--- src/sv/phtfh_pkg.sv ---
// ----------------------------------------------------------------------------
// Packet header tagger package
// Types, protocol constants and the hash mixing functions.
// ----------------------------------------------------------------------------
package phtfh_pkg;

  // Transport protocol numbers.
  localparam logic [7:0] PROTO_ICMP = 8'd1;
  localparam logic [7:0] PROTO_TCP  = 8'd6;
  localparam logic [7:0] PROTO_UDP  = 8'd17;

  // Minimum transport bytes for each kind of tag.
  localparam logic [15:0] ICMP_MIN_BYTES  = 16'd2;
  localparam logic [15:0] PORTS_MIN_BYTES = 16'd4;
  localparam logic [15:0] TCP_HDR_BYTES   = 16'd20;

  // Seed multiplier applied to the source address.
  localparam logic [31:0] HASH_SEED_MUL = 32'd59;

  // Mix rounds, one per pipeline stage after the decode stage.
  localparam int          NUM_ROUNDS  = 5;
  localparam int          ROUND_W     = 3;
  localparam logic [2:0]  ROUND_DST   = 3'd1;
  localparam logic [2:0]  ROUND_SPORT = 3'd2;
  localparam logic [2:0]  ROUND_DPORT = 3'd3;
  localparam logic [2:0]  ROUND_TTL   = 3'd4;
  localparam logic [2:0]  ROUND_LEN   = 3'd5;

  // Decoded header fields that travel down the pipeline with the hash.
  typedef struct packed {
    logic        present;
    logic [7:0]  protocol;
    logic [15:0] sport;
    logic [15:0] dport;
    logic [7:0]  ttl;
    logic [7:0]  flags;
    logic [7:0]  ip_proto;
    logic [15:0] ip_len;
    logic [31:0] dst_ip;
  } info_t;

  // Per-stage control handed to each mix stage.
  typedef struct packed {
    logic advance;
    logic valid;
  } stage_ctl_t;

  // One shift-add-xor round, modulo 2^32.
  function automatic logic [31:0] mix_round(input logic [31:0] h, input logic [31:0] v);
    return h ^ ((h << 5) + (h >> 27) + v);
  endfunction

  // Value mixed in by a given round.
  function automatic logic [31:0] mix_value(input logic [ROUND_W-1:0] idx,
                                            input info_t info);
    logic [31:0] v;
    case (idx)
      ROUND_DST:   v = info.dst_ip;
      ROUND_SPORT: v = {info.sport, 16'h0000};
      ROUND_DPORT: v = {16'h0000, info.dport};
      ROUND_TTL:   v = {info.ttl, info.flags, 16'h0000};
      ROUND_LEN:   v = {16'h0000, ({info.ip_proto, 8'h00} | info.ip_len)};
      default:     v = 32'h0000_0000;
    endcase
    return v;
  endfunction

endpackage

--- src/sv/phtfh_mix_stage.sv ---
// ----------------------------------------------------------------------------
// Flow hash mix stage
// One registered shift-add-xor round; the decoded fields ride along.
// ----------------------------------------------------------------------------
module phtfh_mix_stage
  import phtfh_pkg::*;
(
  input  logic        clk,
  input  logic        rst,
  input  stage_ctl_t  ctl,
  input  logic [31:0] h_in,
  input  logic [31:0] v_in,
  input  info_t       info_in,
  output logic        valid,
  output logic [31:0] h,
  output info_t       info
);

  // Valid bit moves only when the pipeline advances.
  always_ff @(posedge clk) begin
    if (rst) begin
      valid <= 1'b0;
    end else if (ctl.advance) begin
      valid <= ctl.valid;
    end
  end

  // Hash round and side fields; held while stalled.
  always_ff @(posedge clk) begin
    if (ctl.advance) begin
      h    <= mix_round(h_in, v_in);
      info <= info_in;
    end
  end

endmodule

--- src/sv/packet_header_tag_and_flow_hash.sv ---
// ----------------------------------------------------------------------------
// Packet header tagger with flow hash
// Tags each parsed IPv4 header with protocol, ports and a 32-bit flow hash.
// ----------------------------------------------------------------------------
//
//   channel | handshake            | payload
//   --------+----------------------+-------------------------------------------
//   input   | in_valid / in_ready  | header_present .. tcp_flag_byte
//   output  | out_valid / out_ready| tag_valid, protocol_tag, port tags, hash
//
// Six register stages: decode plus seed multiply, then one mix round per
// stage. A word enters every cycle when the output is not stalled and moves
// through the decode stage and each mix stage in turn. The last stage is the
// output register; while it holds an untaken word the whole pipeline
// freezes, and in_ready is low. Reset clears only the stage valid bits.
// ----------------------------------------------------------------------------
module packet_header_tag_and_flow_hash
  import phtfh_pkg::*;
(
  input  logic        clk,
  input  logic        rst,
  input  logic        in_valid,
  output logic        in_ready,
  input  logic        header_present,
  input  logic [31:0] src_ip,
  input  logic [31:0] dst_ip,
  input  logic [7:0]  ip_proto,
  input  logic [7:0]  ttl,
  input  logic [15:0] ip_len,
  input  logic [7:0]  trans_proto,
  input  logic [15:0] trans_bytes,
  input  logic [15:0] first_word,
  input  logic [15:0] second_word,
  input  logic [7:0]  tcp_flag_byte,
  output logic        out_valid,
  input  logic        out_ready,
  output logic        tag_valid,
  output logic [7:0]  protocol_tag,
  output logic [15:0] src_port_tag,
  output logic [15:0] dst_port_tag,
  output logic [31:0] flow_hash
);

  logic        advance;
  info_t       dec_info;
  logic        valid_q [0:NUM_ROUNDS];
  logic [31:0] h_q     [0:NUM_ROUNDS];
  info_t       info_q  [0:NUM_ROUNDS];

  // The pipeline moves whenever the output register is free or being taken.
  assign advance  = !valid_q[NUM_ROUNDS] || out_ready;
  assign in_ready = advance;

  // Decode the protocol tag and the ports and flags that enter the hash.
  always_comb begin
    dec_info          = '0;
    dec_info.present  = header_present;
    dec_info.ttl      = ttl;
    dec_info.ip_proto = ip_proto;
    dec_info.ip_len   = ip_len;
    dec_info.dst_ip   = dst_ip;
    if (header_present) begin
      dec_info.protocol = trans_proto;
      if (trans_proto == PROTO_ICMP && trans_bytes >= ICMP_MIN_BYTES) begin
        dec_info.sport = {8'h00, first_word[15:8]};
        dec_info.dport = {8'h00, first_word[7:0]};
      end else if ((trans_proto == PROTO_TCP || trans_proto == PROTO_UDP) &&
                   trans_bytes >= PORTS_MIN_BYTES) begin
        dec_info.sport = first_word;
        dec_info.dport = second_word;
        if (trans_proto == PROTO_TCP && trans_bytes >= TCP_HDR_BYTES) begin
          dec_info.flags = tcp_flag_byte;
        end
      end
    end
  end

  // Stage zero valid bit.
  always_ff @(posedge clk) begin
    if (rst) begin
      valid_q[0] <= 1'b0;
    end else if (advance) begin
      valid_q[0] <= in_valid;
    end
  end

  // Stage zero payload: seed hash and decoded fields.
  always_ff @(posedge clk) begin
    if (advance) begin
      h_q[0]    <= src_ip * HASH_SEED_MUL;
      info_q[0] <= dec_info;
    end
  end

  // One mix round per stage.
  for (genvar g = 1; g <= NUM_ROUNDS; g++) begin : g_round
    stage_ctl_t ctl;
    logic [31:0] v;

    assign ctl.advance = advance;
    assign ctl.valid   = valid_q[g-1];
    assign v           = mix_value(ROUND_W'(g), info_q[g-1]);

    phtfh_mix_stage u_stage (
      .clk     (clk),
      .rst     (rst),
      .ctl     (ctl),
      .h_in    (h_q[g-1]),
      .v_in    (v),
      .info_in (info_q[g-1]),
      .valid   (valid_q[g]),
      .h       (h_q[g]),
      .info    (info_q[g])
    );
  end

  // Output word; the hash reads as zero when the header was missing.
  assign out_valid    = valid_q[NUM_ROUNDS];
  assign tag_valid    = info_q[NUM_ROUNDS].present;
  assign protocol_tag = info_q[NUM_ROUNDS].protocol;
  assign src_port_tag = info_q[NUM_ROUNDS].sport;
  assign dst_port_tag = info_q[NUM_ROUNDS].dport;
  assign flow_hash    = info_q[NUM_ROUNDS].present ? h_q[NUM_ROUNDS] : 32'h0000_0000;

endmodule

--- config.mk ---
export PLATFORM = sky130hd
export DESIGN_NAME = packet_header_tag_and_flow_hash
export DESIGN_NICKNAME = d
export VERILOG_FILES = /design/src/sv/phtfh_pkg.sv /design/src/sv/phtfh_mix_stage.sv /design/src/sv/packet_header_tag_and_flow_hash.sv
export SDC_FILE = /design/constraint.sdc
export NUM_CORES = 1
export LEC_CHECK = 0
export ABC_CLOCK_PERIOD_IN_PS = 35600
export BUFFER_PORTS_ARGS = -buffer_cell sky130_fd_sc_hd__buf_4
export CORE_UTILIZATION = 60
export DETAILED_ROUTE_END_ITERATION = 7
export PLACE_DENSITY = 0.9
export SKIP_CTS_REPAIR_TIMING = 1
export SLEW_MARGIN = 30
export SYNTH_ARGS = -nofsm -noshare
export SYNTH_HDL_FRONTEND = slang
export SYNTH_SLANG_ARGS = --single-unit
export TNS_END_PERCENT = 50
--- constraint.sdc ---
create_clock -name clk -period 35.6 [get_ports clk]
set_clock_uncertainty 0.1 [all_clocks]
set_input_delay 5.34 -clock clk [delete_from_list [all_inputs] [get_ports clk]]
set_output_delay 5.34 -clock clk [all_outputs]
set_load 0.03 [all_outputs]
Yosys cells after proc, flatten, opt, wreduce, memory -nomap -nowiden
Cells that the tools add are included.

Bits of input ports: 165. Flip-flop bits (word level): 660.

Reduce and logical (&&, ||, !) cells: 8. Multiply operators: 1. Order comparisons: 3. Equal/unequal tests: 3. Bitwise logic cells: 9. Add/subtract/negate cells: 10. Muxes and demuxes: 3.

Operators with widths (count): $add 32x5->32 (5); $xor 32x32->32 (5); $add 32x32->32 (3); $add 32x16->32 (2); $mux 24 (2); $mul 32x6->32 const B (1); $mux 32 (1); $ge 16x2->1 const B (1); $ge 16x3->1 const B (1); $ge 16x5->1 const B (1); $or 16x16->16 (1); $eq 8x1->1 const B (1); $eq 8x3->1 const B (1); $eq 8x5->1 const B (1); $reduce_or 4->1 (1); $logic_and 1x1->1 (3); $not 1->1 (3); $reduce_or 3->1 (1); $logic_or 1x1->1 (2); $logic_not 1->1 (1).

Depth between registers and ports, before layout
Word-level depth: 5. Gate-level depth with buffers: 16. Depth with buffers taken out: 16.

Cells and area by module
From an unflattened synthesis, not the netlist that was laid out.

Cells, all modules: 2887. Area, all modules: 41404.7 um^2.

Modules (own cells, without submodules): phtfh_mix_stage at g_round[2].u_stage ... (cells an instance 421, sequential area each 4374.2 um^2, instances 4, area an instance 6377.4 um^2); packet_header_tag_and_flow_hash (cells an instance 763, sequential area each 4374.2 um^2, instances 1, area an instance 9317.7 um^2); phtfh_mix_stage at g_round[1].u_stage (cells an instance 440, sequential area each 4374.2 um^2, instances 1, area an instance 6577.6 um^2).

Worst setup path after synthesis
Ideal clock, no wire load.

Path type: input-to-output. From: in out_ready. To: out in_ready. Stages: 2. Setup slack: 6.624 ns. Data required time: 30.160 ns. Data arrival time: 23.537 ns. Cell sequence: nand2b_1 clkbuf_1.

Cells in the longest elaborated chain, start to end: 1.

Ends and longest elaborated chain: start, declared (RTL line packet_header_tag_and_flow_hash.sv:36) `input logic out_ready,`; $logic_or 1x1->1 (RTL line packet_header_tag_and_flow_hash.sv:51) `assign advance = !valid_q[NUM_ROUNDS] || out_ready;`; end, declared (RTL line packet_header_tag_and_flow_hash.sv:23) `output logic in_ready,`.

No other way between the ends.

Worst setup path after layout
Same ends and word-level chain as after synthesis.

==> results.json <==
{
  "gp_congestion": 0.927,
  "grt_max_degree": 202,
  "vias_per_cell": 5.52,
  "synth_area_mm2": 0.0309,
  "die_h_um": 229,
  "core_mm2": 0.0505,
  "dr.pass1.iters": 5,
  "ctsLongestPathBuffers": 3,
  "crit_chain": "buf_4 > nand2b_4 > buf_4",
  "start_kind": "primary input",
  "ys_ff_latch": 660,
  "p_total_mw": 2.83,
  "critPathRequiredTime_ps": 30160,
  "layout-drive-gt1-share": 0.150,
  "cts_buffers": 61,
  "cts_tree": "done",
  "max_freq_ghz": 0.0845,
  "fin_ws_ps": 23760,
  "r2r-end": "g_round[2].u_stage.h[0]",
  "drt_iter0_drc": 1165,
  "ys_top_cells_by_area": "edfxtp_1 63%, ha_1 6.5%, xnor2_1 5.9%, fa_1 5.2%, xor2_1 3.1%",
  "crit_fanout": 61,
  "yosys_warnings": 0,
  "overflow": 0,
  "critPathSlowestCell": "nand2b_4",
  "route.detailed.drc": 0,
  "antenna_left": 0,
  "startpoint": "out_ready",
  "htreeDepth": 2,
  "vias": 17100,
  "antenna_cells": 0,
  "synth_cells": 2085,
  "fin_hold_ws_ps": 311,
  "syn-num-nets": 2490,
  "fin_area_mm2": 0.0355,
  "root_buffer": "clkbuf_16",
  "grt_use_total": 0.227,
  "dp_hpwl_um": 43800,
  "layout_common_cells": "654 x edfxtp_1, 239 x buf_4, 207 x xnor2_1",
  "rrSetupSlack_ps": 31410,
  "p_leak_nw": 15.0,
  "dp.cells": 2981,
  "nFillCells": 3234,
  "p_per_area_mw_per_mm2": 79.7,
  "slew_violations": 0,
  "cap_violations": 0,
  "min_path_type": "flop to flop",
  "finalCritPeriodShare": 0.332,
  "status": "finished clean",
  "ir_drop_mv": 0.0475,
  "avgSynthCellArea_um2": 14.8,
  "grt_pass1_vias": 17200,
  "grt_pass1_wl_um": 91900,
  "dieArea_mm2": 0.0525,
  "tightest_slew_ps": 995,
  "synth_edf_count": 654,
  "io-pin-count": 240,
  "clkTransAtPathRegs_ps": 70,
  "r2r_start": "g_round[5].u_stage.valid",
  "crit_top_cell": "buf_4",
  "slew_headroom": 0.337,
  "layout_commonest_cell": "edfxtp_1",
  "wl_per_cell_um": 19.0,
  "async_flop_share": 0,
  "crit_arrival_ps": 6400,
  "fin_tns_setup_ps": 0,
  "final_hold_viol_count": 0,
  "worst-setup-path-type": "primary input to output pin",
  "r2r_cells": 5,
  "layout_min_cycle_time_ps": 11840,
  "grt_antenna_before_repair": 2,
  "layoutNonFillerInstCount": 3092,
  "yosysTopAreaCellShare": 0.635,
  "rsz0062_at_grt": "no",
  "place_ws_ps": 23750,
  "slowest_delay_ps": 630,
  "setup_viol": 0,
  "drt-total-wl_um": 58800,
  "postPlaceCellArea_mm2": 0.0336,
  "utilization": 0.704,
  "yosys.area.top_type": "edfxtp_1",
  "synth_flop_cell": "edfxtp_1",
  "critPathCapture": "in_ready",
  "synth_cell_type_count": 67,
  "worstSkewPairLatency_ps": 640,
  "ys_seq_area_frac": 0.638,
  "layout.nets": 2778,
  "area_growth_pct": 14.9,
  "cts_sinks": 660,
  "start_util": 0.613,
  "worstSetupEndpointType": "output pin",
  "portBuffers": 238,
  "die_x_um": 229,
  "core.rowCount": 82
}
-- synth_stat cells (7+ instances only) --
library cell  count
xor2_1          109
edfxtp_1        654
or2_2             8
a22oi_1           9
a22o_1            9
nor2b_1          17
clkbuf_1         16
inv_1           184
nand4_1          17
o211ai_1          7
nand2b_1         11
ha_1            160
a31oi_1          17
xnor2_1         207
and3_1           14
o21a_1           14
a21oi_1         104
a21o_1           62
o31ai_1           8
and2_1           69
fa_1             80
nor3_1           15
nand2_1          57
nand3_1          25
o21bai_1         20
o21ai_0          47
o21ai_1          10
nor2_1           53
-- final cells by class --
type	count	area, um^2	area share
well taps	672	841	0.0237
clock buffers	73	1570	0.0442
multi-input cells	1221	10400	0.293
clock inverters	37	372	0.0105
inverters	184	691	0.0194
repair buffers	245	1890	0.0531
flip-flops and latches	660	19800	0.556
-- worst min-delay path by stage --
| stage | startpoint | cells past startpoint | end | slack [ps] |
|---|---|---|---|---|
| final | g_round[1].u_stage.info[47] | 0 | g_round[2].u_stage.info[47] | 310 |
| after global routing | info_q[671] | 0 | g_round[1].u_stage.info[106] | 320 |
| after CTS | info_q[637] | 0 | g_round[1].u_stage.info[72] | 310 |
| after detailed placement | info_q[665] | 0 | g_round[1].u_stage.info[100] | 300 |
| after global placement | g_round[1].u_stage.info[109] | 0 | g_round[2].u_stage.info[109] | 300 |
| after floorplan | info_q[665] | 0 | g_round[1].u_stage.info[100] | 300 |
-- worst max-delay path, delay by kind of cell --
family                 cells  cell delay, ps
and+or+nand+nor            1             630
buffers and inverters      2             420
-- state kept, by name, summed over array words and instances (netlist names) --
name / cells
g_round.ctl: 1
g_round.u_stage.h: 160
g_round.u_stage.info: 349
g_round.u_stage.valid: 5
g_round.v: 32
h_q: 32
info_q: 81
-- power by group --
group	total (mW)	switching, mW	internal (mW)
clock	0.634	0.275	0.359
sequential	1.22	0.132	1.08
combinational	0.983	0.525	0.457
total	2.83	0.933	1.90
-- logic make-up (layout without fill, tap and decap cells) --
family | Yosys count | after routing | share of synthesized area
AO/OA/AOI/OAI | 354 | 354 | 0.0769
XOR/XNOR | 316 | 316 | 0.0894
adder cells (fa/ha/maj) | 240 | 240 | 0.116
buffers and inverters | 204 | 539 | 0.0249
flip-flops | 660 | 660 | 0.638
multiplexers | 4 | 4 | 0.00129
AND/OR/NAND/NOR | 307 | 307 | 0.0527
-- metal layers --
layer,vias up,GRT usage,share of wire
met2,529,0.399,0.51
met3,116,0.0366,0.048
met1,8276,0.281,0.40
met4,4,0.0900,0.037
met5,-,0,0.00044
li1,8133,-,-
No activity file was read; power rests on OpenSTA's default activity.
